$ cat src/rtl/msd_pkg.sv
// Shared constants, types and config codes for the masked segment distance map.
package msd_pkg;

	// Coordinate format and image size
	localparam int COORD_FRAC_BITS = 4;
	localparam int MAX_IMAGE_DIM   = 4096;
	localparam int PIX_W           = 12;
	localparam int REG_W           = 18;
	localparam int CFG_IDX_W       = 3;
	localparam int MASK_W          = 8;
	localparam logic [MASK_W-1:0] MASK_FULL = '1;

	// Datapath widths
	localparam int DIFF_W = REG_W + 1;          // coordinate differences
	localparam int PROD_W = 2 * DIFF_W;         // products of differences
	localparam int DW     = PROD_W;             // divisor (squared segment length)
	localparam int MAG_W  = PROD_W;             // cross product magnitude
	localparam int C_W    = MAG_W + 8;          // magnitude times 255
	localparam int HALF_W = (C_W + 1) / 2;      // split of c for partial products
	localparam int NW     = 2 * C_W;            // dividend
	localparam int QW     = 53;                 // quotient: 65025 * distance^2
	localparam int RW     = (QW + 1) / 2;       // integer square root
	localparam int LW     = REG_W;              // norm length
	localparam int GW     = 8;                  // grey level

	// Pipeline depth
	localparam int FRONT_STAGES = 6;
	localparam int SCALE_STAGES = GW + 1;
	localparam int LATENCY      = FRONT_STAGES + QW + RW + SCALE_STAGES + 1;

	// Config register indexes
	typedef enum logic [CFG_IDX_W-1:0] {
		CFG_SEG_START_X = 3'd0,
		CFG_SEG_START_Y = 3'd1,
		CFG_SEG_END_X   = 3'd2,
		CFG_SEG_END_Y   = 3'd3,
		CFG_NORM_LENGTH = 3'd4
	} cfg_idx_t;

	// Sideband that travels with each beat
	typedef struct packed {
		logic valid;
		logic in_mask;
	} side_t;

endpackage

$ cat src/rtl/msd_scale.sv
// Saturating divide of the scaled distance by the norm length.
module msd_scale (
	input  logic                    clk,
	input  logic                    arst_n,
	input  msd_pkg::side_t          side_in,
	input  logic [msd_pkg::RW-1:0]  root,
	input  logic [msd_pkg::LW-1:0]  norm_length,
	output msd_pkg::side_t          side_out,
	output logic [msd_pkg::GW-1:0]  grey_lvl
);

	localparam int RW = msd_pkg::RW;
	localparam int GW = msd_pkg::GW;

	msd_pkg::side_t side_s [GW+1];
	logic           sat_s  [GW+1];
	logic [RW-1:0]  rem_s  [GW+1];
	logic [GW-1:0]  q_s    [GW+1];

	// Saturate when the root reaches 256 times the norm length
	always_ff @(posedge clk or negedge arst_n) begin
		if (!arst_n)
			side_s[0] <= '0;
		else
			side_s[0] <= side_in;
	end

	always_ff @(posedge clk) begin
		sat_s[0] <= root >= RW'({norm_length, {GW{1'b0}}});
		rem_s[0] <= root;
		q_s[0]   <= '0;
	end

	for (genvar j = 0; j < GW; j++) begin : g_bit
		localparam int K = GW - 1 - j;
		logic [RW-1:0] trial;
		logic          ge;

		always_comb begin
			trial = RW'(norm_length) << K;
			ge    = rem_s[j] >= trial;
		end

		always_ff @(posedge clk or negedge arst_n) begin
			if (!arst_n)
				side_s[j+1] <= '0;
			else
				side_s[j+1] <= side_s[j];
		end

		always_ff @(posedge clk) begin
			sat_s[j+1] <= sat_s[j];
			rem_s[j+1] <= ge ? rem_s[j] - trial : rem_s[j];
			q_s[j+1]   <= {q_s[j][GW-2:0], ge};
		end
	end

	assign side_out = side_s[GW];
	assign grey_lvl = sat_s[GW] ? '1 : q_s[GW];

endmodule

$ cat config.mk
export PLATFORM = sky130hd
export DESIGN_NAME = msd_scale
export DESIGN_NICKNAME = d
export VERILOG_FILES = /design/src/rtl/msd_pkg.sv /design/src/rtl/msd_scale.sv
export SDC_FILE = /design/constraint.sdc
export NUM_CORES = 1
export LEC_CHECK = 0
export BUFFER_PORTS_ARGS = -buffer_cell sky130_fd_sc_hd__buf_4
export CELL_PAD_IN_SITES_DETAIL_PLACEMENT = 1
export CELL_PAD_IN_SITES_GLOBAL_PLACEMENT = 1
export CORE_UTILIZATION = 30
export DETAILED_ROUTE_END_ITERATION = 12
export PLACE_DENSITY_LB_ADDON = 0.1
export SETUP_SLACK_MARGIN = 0.5
export SYNTH_ARGS = -nofsm -noshare
export SYNTH_HDL_FRONTEND = slang
export SYNTH_SLANG_ARGS = --single-unit
$ cat constraint.sdc
create_clock -name clk -period 5.8 [get_ports clk]
set_clock_uncertainty 0.1 [all_clocks]
set_input_delay 0.29 -clock clk [delete_from_list [all_inputs] [get_ports clk]]
set_output_delay 0.29 -clock clk [all_outputs]
set_load 0.01 [all_outputs]
* Word-level counts from Yosys, hierarchy flattened *
Memory sizes are Yosys's and may differ from the RTL's.
Index checks and enable logic that the tools add are counted.
W data, S select, Z words.

word-level totals
  register bits after elaboration = 18
  bits in latches = 0
  RAM bits = 324
  ROM bits = 0
  input port bits = 49
  output and inout port bits = 10
  word-level logic and storage cells = 47
  memories kept = 3

cells by class
  add/sub/neg operators = 8
  multipliers = 0
  div/mod/pow operators = 0
  order comparisons = 9
  equal/unequal tests = 0
  shift-type cells = 0
  multiplexer cells = 9
  bitwise gates (word level) = 0
  reduce and logical (&&, ||, !) cells = 0

memory list
  memory  depth  width  read ports  clocked after Yosys merged registers in  write ports  line             source
  rem_s   9      27     8           0                                        9            msd_scale.sv:17  logic [RW-1:0] rem_s [GW+1];
  q_s     9      8      9           0                                        9            msd_scale.sv:18  logic [GW-1:0] q_s [GW+1];
  sat_s   9      1      9           0                                        9            msd_scale.sv:16  logic sat_s [GW+1];

operator list
  kind              count
  $mux W27          8
  $ge A27 B18 Y1    1
  $ge A27 B19 Y1    1
  $ge A27 B20 Y1    1
  $ge A27 B21 Y1    1
  $ge A27 B22 Y1    1
  $ge A27 B23 Y1    1
  $ge A27 B24 Y1    1
  $ge A27 B25 Y1    1
  $ge A27 B26 Y1    1
  $sub A27 B18 Y27  1
  $sub A27 B19 Y27  1
  $sub A27 B20 Y27  1
  $sub A27 B21 Y27  1
  $sub A27 B22 Y27  1
  $sub A27 B23 Y27  1
  $sub A27 B24 Y27  1
  $sub A27 B25 Y27  1
  $mux W8           1

* Logic depth before layout (Yosys ltp) *
An unclocked memory read counts as a cell.

  depth after elaboration = 3
  depth in mapped cells = 14

* Least setup slack after synthesis *
No wires, ideal clock.

  path kind = input to register
  start point = in norm_length[15] in the netlist's numbering
  end point = mem rem_s[0][47] in the netlist's numbering
  setup time = 0.116 ns
  data arrival time = 2.776 ns
  path slack = 2.808 ns
  cell stages on the path = 10
  buffers on the path = 1
  path through = inv_1 -> ha_1 -> nand4_1 -> or3_1 -> or4_4 -> o211ai_1 -> and3b_1 -> buf_6 -> or4_1 -> o211a_1

RTL lines
  what             line             source
  start, declared  msd_scale.sv:7   input logic [msd_pkg::LW-1:0] norm_length,
  end, declared    msd_scale.sv:17

==> flow_metrics.env <==
export IMPL_p_seq_share_pct=32.0
export IMPL_path_class="reg -> reg"
export IMPL_clk_pin_slew_ns=0.06
export IMPL_drv_cap=0
export IMPL_p_int_uw=5840
export IMPL_slew_limit_headroom_pct=34.5
export IMPL_htree_levels=2
export IMPL_grt_pass1_wl_um=77100
export IMPL_io_pins=59
export IMPL_path_max_fanout=29
export IMPL_whs_ns=0.0499
export IMPL_vdd_ir_drop_max_mv=0.217
export IMPL_final_core_util_pct=36.3
export IMPL_dr_total_vias=12600
export IMPL_final_max_slew_viol_count=0
export IMPL_yosys_most_used_dff="dfxtp_1"
export IMPL_r2r_end="rem_s[0][157]$_DFF_P_"
export IMPL_cts_tree="yes"
export IMPL_pre_cts_ws_ns=1.58
export IMPL_power_density_nw_per_um2=534
export IMPL_synth_cell_types=82
export IMPL_worst_pin_slew_ns=0.982
export IMPL_ys_ff_latch=279
export IMPL_overflow=0
export IMPL_netlist_instances=1684
export IMPL_synth_area_per_cell_sq_um=8.98
export IMPL_track_usage_pct=20.0
export IMPL_initial_utilization_pct=30.6
export IMPL_first_global_vias=13300
export IMPL_initialDrtViolationCount=502
export IMPL_cpMostUsedCell="inv_1"
export IMPL_layout_drive_gt1_share_pct=9.47
export IMPL_postPlaceCellArea_sq_um=16400
export IMPL_fin_crit_sh_pct=63.3
export IMPL_die_h_um=227
export IMPL_rows=81
export IMPL_synthesis_nets=1902
export IMPL_die_area_sq_um=51300
export IMPL_dp_hpwl_um=38300
export IMPL_finalInstanceArea_sq_um=17900
export IMPL_antenna_found_initial=2
export IMPL_die_w_um=227
export IMPL_hold_path_class="in -> async"
export IMPL_wl_per_cell_um=20.0
export IMPL_clk_latency_ns=0.55
export IMPL_antenna_left=0
export IMPL_fin_ws_ns=2.13
export IMPL_setup_viol=0
export IMPL_area_delta_synth_final_pct=18.4
export IMPL_outcome="completed"
export IMPL_fin_setup_tns_ns=0
export IMPL_netlist_area_sq_um=15100
export IMPL_power_switching_uw=3730
export IMPL_synth_edff_count=0
export IMPL_place_congestion=0.860
export IMPL_timing_final_crit_period_ns=3.67
export IMPL_root_buffer="clkbuf_16"
export IMPL_max_stage_delay_ns=0.87
export IMPL_ff2ff_setup_slack_ns=2.13
export IMPL_synth_warnings=0
export IMPL_path_cells="inv_1 -> ha_1 -> inv_1 -> fa_1 -> a211oi_1 -> o211a_1 -> o31ai_1 -> a41oi_1 -> and4_1 -> buf_4 -> nor4_1 -> xor2_1"
export IMPL_power_frac_clock_pct=24.4
export IMPL_cts_buffer_depth=3
export IMPL_fin_nets=2008
export IMPL_reg2reg_from="rem_s[0][111]$_DFF_P_"
export IMPL_postCtsSetupBuffers=0
export IMPL_power_frac_comb_pct=43.6
export IMPL_grt_max_degree=35
export IMPL_first_pass_iters=4
export IMPL_viasPerCell=5.10
export IMPL_arrival_ns=3.99
export IMPL_port_buffers=58
export IMPL_clock_fmax_mhz=272
export IMPL_end_kind="flip-flop"
export IMPL_final_common_cell="dfxtp_1"
export IMPL_reg2reg_depth=12
export IMPL_crit_slowest_cell="and4_1"
export IMPL_async_flop_share_pct=6.45
export IMPL_drc=0
export IMPL_required_ns=6.11
export IMPL_finalHoldViolations=0
export IMPL_cts_made_buffers=37
export IMPL_final_cell_mix="dfxtp_1 (261), nand2_1 (173), ha_1 (162)"
export IMPL_wirelength_um=49700
export IMPL_yosysSeqAreaShare_pct=37.5
export IMPL_grt_setup_unrepaired="false"
export IMPL_cts_sinks=279
export IMPL_switching_share_pct=38.9
export IMPL_fillCellCount=5721
export IMPL_cp_start_kind="flip-flop"
export IMPL_p_leak_uw=0.00756
export IMPL_core_area_sq_um=49400
## cells by family after synthesis
group                    synth area share [%]
adder cells (fa/ha/maj)                  14.3
AO/OA/AOI/OAI                            20.7
AND/OR/NAND/NOR                          16.9
XOR/XNOR                                 6.49
multiplexers                             1.17
flip-flops                               37.5
buffers and inverters                    2.84
## routing by layer
layer / wire, um / global-route usage (%)
met5: 12 / 0
met2: 24200 / 35.1
met4: 2270 / 9.00
met1: 21700 / 23.6
met3: 1580 / 3.60
## critical path, delay by kind of cell (launching register included)
| family | cells | cell delay [ns] |
|---|---|---|
| AOI/OAI and AO/OA | 4 | 1.03 |
| xor gates and xnor gates | 1 | 0.15 |
| adders and majority gates | 2 | 0.59 |
| buffers and inverters | 3 | 0.40 |
| DFF | 1 | 0.31 |
| and+or+nand+nor | 2 | 0.94 |
## Yosys cell counts, types with 11 or more instances
master | number | area share (%)
nand2_1 | 173 | 4.3
dfxtp_1 | 261 | 35
mux2_2 | 13 | 0.97
a21oi_1 | 114 | 3.8
ha_1 | 162 | 13
nor4_1 | 16 | 0.66
dfrtp_1 | 18 | 3.0
xnor2_1 | 63 | 3.6
o21a_1 | 26 | 1.3
nor3_1 | 35 | 1.2
o21bai_1 | 14 | 0.69
nand2b_1 | 25 | 1.0
nor2b_1 | 24 | 0.99
or2_2 | 13 | 0.54
nand3_1 | 21 | 0.69
xor2_1 | 49 | 2.8
a21o_1 | 56 | 2.8
nor2_1 | 106 | 2.6
o31ai_1 | 22 | 1.1
clkbuf_1 | 23 | 0.57
nand4_1 | 19 | 0.79
inv_1 | 70 | 1.7
a211oi_1 | 17 | 0.84
or3_1 | 23 | 0.95
o21ai_0 | 137 | 4.5
or4_1 | 11 | 0.55
## worst max path at each step
stage,slack (ns),endpoint,from,depth (start not counted)
finish,2.13,rem_s[0][157]$_DFF_P_,rem_s[0][111]$_DFF_P_,12
global route,1.78,rem_s[0][157]$_DFF_P_,rem_s[0][111]$_DFF_P_,12
CTS,2.06,rem_s[0][157]$_DFF_P_,rem_s[0][111]$_DFF_P_,12
detailed placement,1.58,rem_s[0][160]$_DFF_P_,norm_length[1],11
global placement,1.62,rem_s[0][161]$_DFF_P_,norm_length[1],11
floorplan,2.81,rem_s[0][47]$_DFF_P_,norm_length[15],10
## stage by stage
| stage | cells | total power, uW |
|---|---|---|
| after floorplan | 1684 | 6020 |
| after global placement | 2385 | 7240 |
| after detailed placement | 2385 | 7280 |
| after CTS | 2480 | 9700 |
| after global routing | 2480 | 10400 |
| final | 2481 | 9570 |
## cell type report
type                    count  area, sq um  area share [%]
clock inverters            11          164           0.915
repair buffers            103          848            4.74
clock buffers              54         1080            6.04
inverters                  72          270            1.51
well taps                 664          831            4.64
diodes                      1         2.50          0.0140
flip-flops and latches    279         5680            31.7
multi-input cells        1297         9040            50.5
## timing repair
item,in CTS,in global routing
endpoints found under the hold margin,47,0
setup endpoints to repair,0,0
hold buffers,30,0
gates resized for setup,0,0
## registers in the layout (all words and copies together) (netlist names)
signal,count
side_out,2
side_s,16
rem_s,216
sat_s,9
q_s,36
## power by group through the flow
stage                     Clock (uW)  Sequential (uW)  Combinational [uW]
after CTS                       2420             3080                4200
after global routing            2500             3130                4720
after floorplan                    0             2840                3180
after detailed placement           0             3110                4160
final                           2340             3060                4170
after global placement             0             3130                4120
(Power assumes the default switching activity.)
