==> src/rtl/msd_pkg.sv <==
// Shared constants, types and config codes for the masked segment distance map.
package msd_pkg;

	// Coordinate format and image size
	localparam int COORD_FRAC_BITS = 4;
	localparam int MAX_IMAGE_DIM   = 4096;
	localparam int PIX_W           = 12;
	localparam int REG_W           = 18;
	localparam int CFG_IDX_W       = 3;
	localparam int MASK_W          = 8;
	localparam logic [MASK_W-1:0] MASK_FULL = '1;

	// Datapath widths
	localparam int DIFF_W = REG_W + 1;          // coordinate differences
	localparam int PROD_W = 2 * DIFF_W;         // products of differences
	localparam int DW     = PROD_W;             // divisor (squared segment length)
	localparam int MAG_W  = PROD_W;             // cross product magnitude
	localparam int C_W    = MAG_W + 8;          // magnitude times 255
	localparam int HALF_W = (C_W + 1) / 2;      // split of c for partial products
	localparam int NW     = 2 * C_W;            // dividend
	localparam int QW     = 53;                 // quotient: 65025 * distance^2
	localparam int RW     = (QW + 1) / 2;       // integer square root
	localparam int LW     = REG_W;              // norm length
	localparam int GW     = 8;                  // grey level

	// Pipeline depth
	localparam int FRONT_STAGES = 6;
	localparam int SCALE_STAGES = GW + 1;
	localparam int LATENCY      = FRONT_STAGES + QW + RW + SCALE_STAGES + 1;

	// Config register indexes
	typedef enum logic [CFG_IDX_W-1:0] {
		CFG_SEG_START_X = 3'd0,
		CFG_SEG_START_Y = 3'd1,
		CFG_SEG_END_X   = 3'd2,
		CFG_SEG_END_Y   = 3'd3,
		CFG_NORM_LENGTH = 3'd4
	} cfg_idx_t;

	// Sideband that travels with each beat
	typedef struct packed {
		logic valid;
		logic in_mask;
	} side_t;

endpackage

==> src/rtl/msd_sqrt.sv <==
// Pipelined integer square root, one root bit per stage.
module msd_sqrt (
	input  logic                    clk,
	input  logic                    arst_n,
	input  msd_pkg::side_t          side_in,
	input  logic [msd_pkg::QW-1:0]  rad,
	output msd_pkg::side_t          side_out,
	output logic [msd_pkg::RW-1:0]  root
);

	localparam int RW = msd_pkg::RW;

	msd_pkg::side_t side_s [RW+1];
	logic [RW+1:0]  rem_s  [RW+1];
	logic [2*RW-1:0] wrd_s [RW+1];
	logic [RW-1:0]  root_s [RW+1];

	assign side_s[0] = side_in;
	assign rem_s[0]  = '0;
	assign wrd_s[0]  = (2*RW)'(rad);
	assign root_s[0] = '0;

	for (genvar i = 0; i < RW; i++) begin : g_bit
		logic [RW+3:0] t;
		logic [RW+3:0] trial;
		logic          ge;

		// Bring down two radicand bits and test root*4+1
		always_comb begin
			t     = {rem_s[i], wrd_s[i][2*RW-1 -: 2]};
			trial = (RW+4)'({root_s[i], 2'b01});
			ge    = t >= trial;
		end

		always_ff @(posedge clk or negedge arst_n) begin
			if (!arst_n)
				side_s[i+1] <= '0;
			else
				side_s[i+1] <= side_s[i];
		end

		always_ff @(posedge clk) begin
			rem_s[i+1]  <= ge ? (RW+2)'(t - trial) : (RW+2)'(t);
			wrd_s[i+1]  <= {wrd_s[i][2*RW-3:0], 2'b00};
			root_s[i+1] <= {root_s[i][RW-2:0], ge};
		end
	end

	assign side_out = side_s[RW];
	assign root     = root_s[RW];

endmodule

==> config.mk <==
export PLATFORM = sky130hd
export DESIGN_NAME = msd_sqrt
export DESIGN_NICKNAME = d
export VERILOG_FILES = /design/src/rtl/msd_pkg.sv /design/src/rtl/msd_sqrt.sv
export SDC_FILE = /design/constraint.sdc
export NUM_CORES = 2
export LEC_CHECK = 0
export ABC_AREA = 1
export BUFFER_PORTS_ARGS = -buffer_cell sky130_fd_sc_hd__buf_4
export CORE_MARGIN = 2
export CORE_UTILIZATION = 50
export CTS_CLUSTER_SIZE = 8
export DETAILED_ROUTE_END_ITERATION = 8
export MAX_ROUTING_LAYER = met4
export PLACE_DENSITY = 0.65
export SYNTH_ARGS = -nofsm -noshare
export SYNTH_HDL_FRONTEND = slang
export SYNTH_SLANG_ARGS = --single-unit
==> constraint.sdc <==
create_clock -name clk -period 2.9 [get_ports clk]
set_input_delay 0.58 -clock clk [delete_from_list [all_inputs] [get_ports clk]]
set_output_delay 0.58 -clock clk [all_outputs]
set_load 0.05 [all_outputs]
==> Word level (Yosys, flattened, before mapping) <==
Cells that the tools add are included.
{ "classes": {"n_addsub": 26, "n_lt_le_gt_ge": 27, "muxes": 26} }
{ "op_table": {"columns": ["operator", "count"], "rows": [
  ["$mux W29", 25],
  ["$ge A31 B10 Y1", 1],
  ["$ge A31 B11 Y1", 1],
  ["$ge A31 B12 Y1", 1],
  ["$ge A31 B13 Y1", 1],
  ["$ge A31 B14 Y1", 1],
  ["$ge A31 B15 Y1", 1],
  ["$ge A31 B16 Y1", 1],
  ["$ge A31 B17 Y1", 1],
  ["$ge A31 B18 Y1", 1],
  ["$ge A31 B19 Y1", 1],
  ["$ge A31 B20 Y1", 1],
  ["$ge A31 B21 Y1", 1],
  ["$ge A31 B22 Y1", 1],
  ["$ge A31 B23 Y1", 1],
  ["$ge A31 B24 Y1", 1],
  ["$ge A31 B25 Y1", 1],
  ["$ge A31 B26 Y1", 1],
  ["$ge A31 B27 Y1", 1],
  ["$ge A31 B28 Y1", 1],
  ["$ge A31 B3 Y1", 1],
  ["$ge A31 B4 Y1", 1],
  ["$ge A31 B5 Y1", 1],
  ["$ge A31 B6 Y1", 1],
  ["31 further kinds", 31]
]} }
{ "totals": {"reg_bits": 1861, "in_bits": 57, "elab_cells": 213} }

==> Logic depth before layout (Yosys ltp) <==
{ "depth": {"ltp_word": 2, "ltp_mapped": 16} }

==> Worst setup path before layout <==
OpenSTA, ideal clock, no wires.
{ "synth_timing": {"kind": "register to register", "from": "reg root_s (netlist bit g_bit[19].trial[20])", "to": "reg rem_s (netlist bit g_bit[20].t[20])", "setup_time_ns": 0.112, "t_arrival_ns": 1.709, "required_time_ns": 2.788, "slack_ns": 1.079, "path_stages_with_launch": 14, "path_buffers": 1, "period_less_slack_ns": 1.821, "cell_sequence": "dfxtp_1 inv_1 ha_1 a21oi_2 nand3_1 inv_1 nand2_1 nor2_2 nand2_2 nor2_2 nand2_4 buf_6 nand2_1 nand2_1"} }
{ "synth_via": {"elab_chain_cells": 2} }
{ "synth_rtl": {"columns": ["item", "line", "rtl"], "rows": [
  ["start: declaration", "msd_sqrt.sv:16", "logic [RW-1:0] root_s [RW+1];"],
  ["start signal: indexed assignment", "msd_sqrt.sv:45", "root_s[i+1] <= {root_s[i][RW-2:0], ge};"],
  ["$ge A31 B21 Y1", "msd_sqrt.sv:32", "ge = t >= trial;"],
  ["$mux W29", "msd_sqrt.sv:43", "rem_s[i+1] <= ge ? (RW+2)'(t - trial) : (RW+2)'(t);"],
  ["end signal: indexed assignment", "msd_sqrt.sv:43", null],
  ["end: declaration", "msd_sqrt.sv:14", "logic [RW+1:0] rem_s [RW+1];"]
]} }
Every way passes these cells.
A chain may end at the register's enable or synchronous reset.

==> Worst setup path in the final report <==
{ "layout_timing": {"from": "reg root_s (netlist bit g_bit[20].trial[2])", "to": "reg rem_s (netlist bit g_bit[21].t[21])"} }
{ "layout_via": {"elab_chain_cells": 2, "word_cells_on_any_way": 3, "cone_classes": "add/sub: 1; order compare: 1; mux: 1"} }
{ "layout_rtl": {"columns": ["item", "line"], "rows": [
  ["$sub A29 B22 Y29 or $ge A31 B22 Y1 (tied branches)", "msd_sqrt.sv:43, msd_sqrt.sv:32"],
  ["$mux W29 (*)", "msd_sqrt.sv:43"]
]} }
Every way passes the cells marked *; elsewhere a longest branch is shown, timed or not.

==> metrics <==
CP dominant cell by count nand2_1; DRT iter0 DRCs roughly 5,200; Tightest Pin Transition 0.703 ns; final-report hold violation count 0; Synthesis Warnings 0; depth of the CTS H-tree 5; crit path kind reg -> reg; Final Non-Filler Cells 14,282; Tcrit/Tclk final 92.4%; Area contributors post-synth dfxtp_1 43%, nand2_1 19%, inv_1 9.4%; DR pass1 iterations 8; most numerous cell in the Yosys netlist nand2_1; placed insts 13,896; CP max-delay cell dfxtp_1; Seq/Total Area, Yosys between 40% and 50%; drt total wl 239,000 um; leak pwr 51.3 nW; failing checks design-rule violations; Mapped Area slightly above 80,000 um2; RSZ-0062 raised after global routing no; CP Capture Type flip-flop; Die Span X 411 um; crit-path max FO 15; CTS tree built; Synth area leader dfxtp_1; max-slew violations 0; FMAX between 0.3 and 0.4 GHz; EDFF count, synth 0; met1 Track Usage GR 37.2%; initial antenna violation count 3; port bufs 85; final hold slack 0.254 ns; worst hold-check path type in -> async; post_cts resized 0; WP data required 3.70 ns; busiest metal layer after global routing met2; DRC 5; status finished, violations left; layout cell share with drive strength beyond 1 5.53%; Post-synth ARST share 2.93%; GR Util met3 3.87%; total congestion overflow 0; ys flop type dfxtp_1; initial core utilization 50.3%; Peak VDD IR 1.08 mV; Num CTS Buffers 283; die area 169,000 um2; Total GRT Usage 28.9%; Via density roughly 5; IO Pins 86; Area Growth Syn to Fin 13.2%; worst skew pair latency 0.91 ns; ANT nets after route 0; worst rel slew slack 53.0%; largest net degree at the start of global routing 55; Pint roughly 54 mW; vias in the first global route 68,500; met2 Usage GRT between 40% and 50%; Sw Ratio between 30% and 40%; Max Cap Viol 0; crit-path max cell delay 0.58 ns; root buf cell clkbuf_16; core area between 150,000 and 200,000 um2; Final Skew 0.0499 ns; top post-synthesis cells by count 4,140 x nand2_1, 2,084 x inv_1, 1,787 x dfxtp_1; clock power share between 30% and 40%; largest buffer count on any clock path 4; Placed Area 86,000 um2; Num Clock Sinks 1,841; crit path time final around 2.7 ns; GPL Wtd Cong 0.991; Flop pwr share 41.5%; global-route wire length before repair roughly 370,000 um; CP Data Arrival Time 3.48 ns; Synth Area per Inst 7.12 um2; Final Cell Area 94,000 um2; die height between 400 and 500 um; n_diodes 0; FF+latch count, synth 1,841; DR WL/cell 16.7 um; CP Cell Sequence inv_1 -> ha_1 -> o21ai_0 -> nand2_1 -> nand2_1 -> nand2_1 -> nand2_1 -> nand2_1 -> nand2_1 -> nand2_4 -> buf_12 -> nand3_1 -> nand2_1; Nets roughly 13,000; Post-Synthesis Cells 11,667; DP HPWL ~190,000 um; vias 70,772; Synth top area share 43.1%; Power Total 81.0 mW; post-route setup TNS 0 ns; # setup viols final 0; CTS clk-pin slew, worst paths 0.06 ns; FP Rows 149; startpoint types flip-flop; P_sw 27.4 mW; Power Density 861 nW/um2; Filler cells 15,911; Netlist cell types 57; part of the power in combinational logic 23.9%; Post-Syn Nets 12,128
flip-flops by register name, indices dropped and copies added, names as in the netlist:
| register | count |
|---|---|
| g_bit.t | 759 |
| wrd_s | 650 |
| g_bit.trial | 351 |
| side_s | 52 |
| root | 27 |
| side_out | 2 |
power groups by stage:
stage | clock, mW | sequential (mW) | combinational [mW]
after floorplan | 0 | 31.9 | 14.2
after CTS | 28.8 | 33.6 | 19.2
final | 28.1 | 33.6 | 19.3
after global placement | 0 | 34.1 | 18.8
after detailed placement | 0 | 34.0 | 19.0
after global routing | 29.8 | 33.9 | 22.0
final timing paths:
kind | start | endpoint | slack [ns] | cells past startpoint
setup / recovery | g_bit[20].trial[2] | g_bit[21].t[21] | 0.22 | 13
hold / removal | arst_n | side_s[45] | 0.25 | 2
setup reg to reg | g_bit[20].trial[2] | g_bit[21].t[21] | 0.22 | 13
hold reg to reg | wrd_s[1021] | wrd_s[969] | 0.29 | 0
max in group asynchronous | arst_n | side_s[13] | 2.20 | 2
min in group clk | wrd_s[1021] | wrd_s[969] | 0.29 | 0
critical path, delay by kind of cell (launching register included):
family,cells,cell delay [ns]
AO/OA/AOI/OAI,1,0.13
buffers and inverters,2,0.28
AND/OR/NAND/NOR,9,1.15
adder cells (fa/ha/maj),1,0.44
flip-flops,1,0.58
repair_timing:
item | CTS | global route
endpoints found under the hold margin | 109 | 0
setup buffers | 0 | 0
hold buffers | 56 | 0
area by class of cell:
| cell class | instances | area, um2 | area share [%] |
|---|---|---|---|
| Timing Repair Buffer | 186 | 1600 | 1.70 |
| Multi-Input combinational cell | 7618 | 37100 | 39.5 |
| Clock buffer | 319 | 7350 | 7.82 |
| Inverter | 2118 | 7970 | 8.47 |
| Tap cell | 2189 | 2740 | 2.91 |
| Clock inverter | 11 | 100 | 0.106 |
| Sequential cell | 1841 | 37100 | 39.5 |
per-stage QoR:
stage | worst slack [ns] | util [%]
2_1_floorplan | 1.08 | -
3_5_place_dp | 0.300 | 52.1
4_1_cts | 0.230 | 57.0
5_1_grt | 0.0565 | 57.0
6_report | 0.221 | 57.0
3_3_place_gp | 0.257 | 52.1
metal layers:
| layer | part of all wire (%) | up-vias |
|---|---|---|
| li1 | - | 36178 |
| met1 | 45 | 32264 |
| met2 | 46 | 1900 |
| met3 | 5.3 | 430 |
| met4 | 2.9 | 0 |
| met5 | 0 | - |
placed cells by master (no fill, tap or decap), types with 5 or more instances in the layout:
cell type	n
a21boi_0	5
a21oi_1	351
a21oi_2	73
and2_1	28
and3_1	10
buf_12	5
buf_4	125
clkbuf_1	27
clkbuf_16	287
clkbuf_8	5
dfrtp_1	54
dfxtp_1	1787
dlygate4sd3_1	56
ha_1	404
inv_1	2084
inv_2	26
inv_4	6
inv_6	6
nand2_1	4140
nand2_2	23
nand2_4	8
nand3_1	639
nand3_2	9
nand3b_1	89
nand4_1	154
nor2_1	940
nor2_2	44
nor2_4	5
nor3_1	118
nor3b_1	8
nor4_1	7
o211ai_1	9
o21ai_0	146
o21ai_1	41
o21ai_2	12
o21bai_1	23
or2_2	17
xnor2_1	71
xor2_1	210
cells by family (layout without fill, tap and decap cells):
kind of cell	Yosys count	count (layout)	share of synthesized area (%)
flops	1841	1841	44.7
buf+inv	2208	2634	10.5
xor+xnor	281	281	2.96
other cells	1	1	0.00452
simple gates	6256	6256	31.0
compound gates	676	676	4.66
fa+ha+maj	404	404	6.09
(Power assumes the default switching activity.)
